[src/rtl/core/smi_pkg.sv]
`default_nettype none

package smi_pkg;

  // opcodes
  localparam logic [4:0] OP_PUSH = 5'd0;
  localparam logic [4:0] OP_POP  = 5'd1;
  localparam logic [4:0] OP_DUP  = 5'd2;
  localparam logic [4:0] OP_ADD  = 5'd3;
  localparam logic [4:0] OP_SUB  = 5'd4;
  localparam logic [4:0] OP_MUL  = 5'd5;
  localparam logic [4:0] OP_DIV  = 5'd6;
  localparam logic [4:0] OP_JMP  = 5'd7;
  localparam logic [4:0] OP_JIT  = 5'd8;
  localparam logic [4:0] OP_JIF  = 5'd9;
  localparam logic [4:0] OP_CALL = 5'd10;
  localparam logic [4:0] OP_RET  = 5'd11;
  localparam logic [4:0] OP_EQ   = 5'd12;
  localparam logic [4:0] OP_GT   = 5'd13;
  localparam logic [4:0] OP_GE   = 5'd14;
  localparam logic [4:0] OP_LT   = 5'd15;
  localparam logic [4:0] OP_LE   = 5'd16;
  localparam logic [4:0] OP_NE   = 5'd17;
  localparam logic [4:0] OP_STO  = 5'd18;
  localparam logic [4:0] OP_RCL  = 5'd19;
  localparam logic [4:0] OP_END  = 5'd20;
  localparam logic [4:0] OP_PRN  = 5'd21;
  localparam logic [4:0] OP_STL  = 5'd22;
  localparam logic [4:0] OP_RCE  = 5'd23;
  localparam logic [4:0] OP_ALC  = 5'd24;
  localparam logic [4:0] OP_FRE  = 5'd25;

  // operand tags
  localparam logic [2:0] TAG_NUM = 3'd0;

  // error codes
  localparam logic [2:0] ERR_NONE      = 3'd0;
  localparam logic [2:0] ERR_TAG       = 3'd1;
  localparam logic [2:0] ERR_UNDERFLOW = 3'd2;
  localparam logic [2:0] ERR_OVERFLOW  = 3'd3;
  localparam logic [2:0] ERR_CALL      = 3'd4;
  localparam logic [2:0] ERR_DIV_ZERO  = 3'd5;
  localparam logic [2:0] ERR_INDEX     = 3'd6;
  localparam logic [2:0] ERR_UNSUP     = 3'd7;

  // controller to datapath
  typedef struct packed {
    logic load;
    logic decode;
    logic read;
    logic div_start;
    logic commit;
    logic call2;
    logic finish;
  } cmd_t;

  // datapath to controller
  typedef struct packed {
    logic div_go;
    logic call_go;
    logic div_done;
    logic out_free;
  } sts_t;

endpackage

`default_nettype wire

[src/rtl/core/smi_ctrl.sv]
`default_nettype none

module smi_ctrl
  import smi_pkg::*;
(
  input  wire logic clk,
  input  wire logic rst,
  input  wire logic in_valid,
  output logic      in_ready,
  input  wire sts_t sts,
  output cmd_t      cmd
);

  typedef enum logic [6:0] {
    S_IDLE   = 7'b0000001,
    S_DECODE = 7'b0000010,
    S_READ   = 7'b0000100,
    S_EXEC   = 7'b0001000,
    S_DIV    = 7'b0010000,
    S_CALL2  = 7'b0100000,
    S_DONE   = 7'b1000000
  } state_t;

  state_t state;
  state_t state_next;

  assign in_ready = (state == S_IDLE);

  // commands
  always_comb begin
    cmd           = '0;
    cmd.load      = in_valid && (state == S_IDLE);
    cmd.decode    = (state == S_DECODE);
    cmd.read      = (state == S_READ);
    cmd.div_start = (state == S_EXEC) && sts.div_go;
    cmd.commit    = ((state == S_EXEC) && !sts.div_go) || ((state == S_DIV) && sts.div_done);
    cmd.call2     = (state == S_CALL2);
    cmd.finish    = (state == S_DONE) && sts.out_free;
  end

  // next state
  always_comb begin
    state_next = state;
    case (state)
      S_IDLE:   if (in_valid) state_next = S_DECODE;
      S_DECODE: state_next = S_READ;
      S_READ:   state_next = S_EXEC;
      S_EXEC: begin
        if (sts.div_go) state_next = S_DIV;
        else if (sts.call_go) state_next = S_CALL2;
        else state_next = S_DONE;
      end
      S_DIV:    if (sts.div_done) state_next = S_DONE;
      S_CALL2:  state_next = S_DONE;
      S_DONE:   if (sts.out_free) state_next = S_IDLE;
      default:  state_next = S_IDLE;
    endcase
  end

  always_ff @(posedge clk) begin
    if (rst) state <= S_IDLE;
    else state <= state_next;
  end

  a_load_decode: assert property (@(posedge clk) disable iff (rst)
    cmd.load |=> state == S_DECODE) else $error("accepted request did not decode");
  a_commit_idle: assert property (@(posedge clk) disable iff (rst)
    cmd.commit |-> !in_ready) else $error("commit while idle");
  a_div_hold: assert property (@(posedge clk) disable iff (rst)
    (state == S_DIV && !sts.div_done) |=> state == S_DIV) else $error("left divide early");

endmodule

`default_nettype wire

[config.mk]
export PLATFORM = sky130hd
export DESIGN_NAME = smi_ctrl
export DESIGN_NICKNAME = d
export VERILOG_FILES = /design/src/rtl/core/smi_pkg.sv /design/src/rtl/core/smi_ctrl.sv
export SDC_FILE = /design/constraint.sdc
export NUM_CORES = 1
export LEC_CHECK = 0
export BUFFER_PORTS_ARGS = -buffer_cell sky130_fd_sc_hd__buf_2
export CAP_MARGIN = 20
export CORE_AREA = 10 10 47 49
export DETAILED_ROUTE_END_ITERATION = 12
export DIE_AREA = 0 0 57 59
export PLACE_DENSITY = 0.66
export SLEW_MARGIN = 5
export SYNTH_ARGS = -nofsm -noshare
export SYNTH_HDL_FRONTEND = slang
export SYNTH_SLANG_ARGS = --single-unit
[constraint.sdc]
create_clock -name clk -period 1.9 [get_ports clk]
set_input_delay 0.095 -clock clk [delete_from_list [all_inputs] [get_ports clk]]
set_output_delay 0.095 -clock clk [all_outputs]
set_load 0.1 [all_outputs]
==> results.cfg <==
[sta]
setup_viol = 0
clock.fmax_mhz = 530
hold_viol_final = 0
drv_slew = 0
period_needed_ns = 1.89
rsz0062_at_grt = yes
skew_ns = 0.00171
relSlewSlack = 0.773
worst_hold_slack_ns = 0.0943
min_period_over_period = 0.994
worst_slew_pin_slew_ns = 0.338

[layout]
final_cell_mix = buf_12 (8), buf_4 (7), buf_2 (6)
largest_reg_flops = 7
top_regs = state x7
n_fill_cell = 126
drive_above_1_share = 0.549
regMostFlops = state
regArea_um2 = 149
diodes = 0
syn2layout_area_growth_pct = 81.4
finalNetCount = 90
final_common_cell = buf_12
multi_input_area_um2 = 413
instances_no_fill = 98
utilization = 0.629

[routing]
vias = 532
first_pass_iters = 4
drc = 0
via_per_inst = 5.43
drtIter0Drc = 9
ant_nets = 0
wl_um = 1520
wl_per_cell_um = 15.5

[floorplan]
pin_count = 15
core_um2 = 1400
dieWidth_um = 57
die_height_um = 59
rows = 14
dieArea_um2 = 3360
initial_core_util = 0.346

[setup_path]
crit_arrival_ns = 1.79
crit_chain = or4b_4 > or3_4 > nand2_2 > buf_12
crit_required_ns = 1.80
start_kind = register
crit_path_end_kind = output port
worstPathMaxFanout = 7
worstSetupPathType = register to output port
critPathMaxStageDelay_ns = 0.55
crit_slowest_cell = or4b_4

[power_and_ir_drop]
switching_power_mw = 0.143
peakVddDrop_uv = 461
p_clk_frac = 0.327
netSwitchingFraction = 0.336
power.internal_mw = 0.282
p_seq_frac = 0.363
combPwrFrac = 0.311
total_power_mw = 0.425
p_per_area_nw_per_um2 = 482
p_leak_nw = 0.336

[logic_synthesis]
yosys_warnings = 0
syn_area_um2 = 485
synth_area_per_cell_um2 = 8.09
seq_area_frac_synth = 0.289
syn_inst = 60
ys_ff_latch = 7
synth.net_count = 67
yosys.cell_types.count = 30

[status]
status = complete, no violations

[place]
dp.cells = 92
dp_hpwl_um = 1130
gp_congestion = 0.896
numPortBuffers = 14

[clock_tree]
insertion_delay_ns = 0.26
clk_transition_reported_paths_ns = 0.05
ctsLongestPathBuffers = 2
cts.sinks = 7
cts_tree = done
clock-root-buffer = clkbuf_4
cts_buffers = 3
htree_levels = 1

[global_routing]
grt_max_degree = 10
grt_pass1_wl_um = 2600
grt_pass1_vias = 552
grt.overflow.total = 0
antenna_found_initial = 0
grt_usage = 0.0959

[job]
drv_cap = 0

[min_path]
hold_class = input port to register
critical path, delay by kind of cell, from the launching register on:
family                 cells  cell delay [ns]
buffers and inverters      1             0.17
flip-flops                 1             0.35
AND/OR/NAND/NOR            3             1.02
power groups by stage:
stage / sequential [mW] / combinational, mW / clock [mW]
finish: 0.154 / 0.132 / 0.139
floorplan: 0.156 / 0.0874 / 0
CTS: 0.154 / 0.130 / 0.143
detailed placement: 0.158 / 0.129 / 0
global placement: 0.158 / 0.128 / 0
global route: 0.155 / 0.138 / 0.158
cell usage after synthesis, drive strengths merged:
cell / n / area [um2]
xnor2: 1 / 8.76
o22ai: 1 / 6.26
nand4bb: 1 / 11.3
nor3: 4 / 20.0
inv: 5 / 18.8
buf: 3 / 23.8
nor4b: 2 / 17.5
nor3b: 2 / 15.0
nand2b: 4 / 25.0
o31a: 1 / 8.76
nor4: 4 / 25.0
and2: 1 / 6.26
a221o: 1 / 10.0
xor2: 1 / 8.76
or3: 4 / 25.0
and3b: 1 / 8.76
nor2: 5 / 26.3
dfxtp: 7 / 140
a2bb2oi: 1 / 8.76
a21oi: 1 / 5.00
o21ai: 1 / 5.00
nand2: 3 / 11.3
clkbuf: 1 / 3.75
or4: 1 / 11.3
nor2b: 1 / 6.26
o32ai: 1 / 8.76
or4b: 2 / 20.0
cell type report:
cell class,instances,share of cell area
Clock buffer,4,0.0298
Inverter,5,0.0213
Multi-Input combinational cell,44,0.469
Sequential cell,7,0.169
Tap cell,16,0.0227
Timing Repair Buffer,22,0.288
per-layer routing:
metal  up-vias  wire [um]  GRT usage
met5         -          0          0
met4         0          8     0.0302
met3         3        104     0.0536
met2        11        783      0.155
met1       252        624      0.104
li1        266          -          -
what timing repair did:
item / 4_1_cts / 5_1_grt
setup buffers: 2 / 1
setup endpoints to repair: 3 / 7
gates resized for setup: 7 / 7
endpoints found under the hold margin: 0 / 0
hold buffers: 0 / 0
pin swaps: 3 / 4
metrics by stage:
| stage | TNS, ns | setup slack, ns | area (um2) |
|---|---|---|---|
| after floorplan | -4.10 | -0.663 | 566 |
| after global placement | 0 | 0.0604 | 786 |
| after detailed placement | 0 | 0.0624 | 786 |
| after CTS | 0 | 0.00540 | 847 |
| after global routing | -0.142 | -0.0507 | 881 |
| final | 0 | 0.0120 | 881 |
worst paths after layout:
check | cells past startpoint | to | startpoint | slack, ns
worst max-delay path | 4 | cmd[2] | state[0] | 0.01
worst min-delay path | 2 | state[1] | rst | 0.09
worst max register to register | 4 | state[0] | state[2] | 0.06
worst min register to register | 2 | state[2] | state[2] | 0.64
logic make-up (layout without fill, tap and decap cells):
| family | Yosys count | in the layout | share of synthesized area |
|---|---|---|---|
| buffers and inverters | 9 | 31 | 0.0954 |
| AND/OR/NAND/NOR | 35 | 35 | 0.472 |
| AO/OA/AOI/OAI | 7 | 7 | 0.108 |
| XOR/XNOR | 2 | 2 | 0.0361 |
| flip-flops | 7 | 7 | 0.289 |
(Power assumes the default switching activity.)
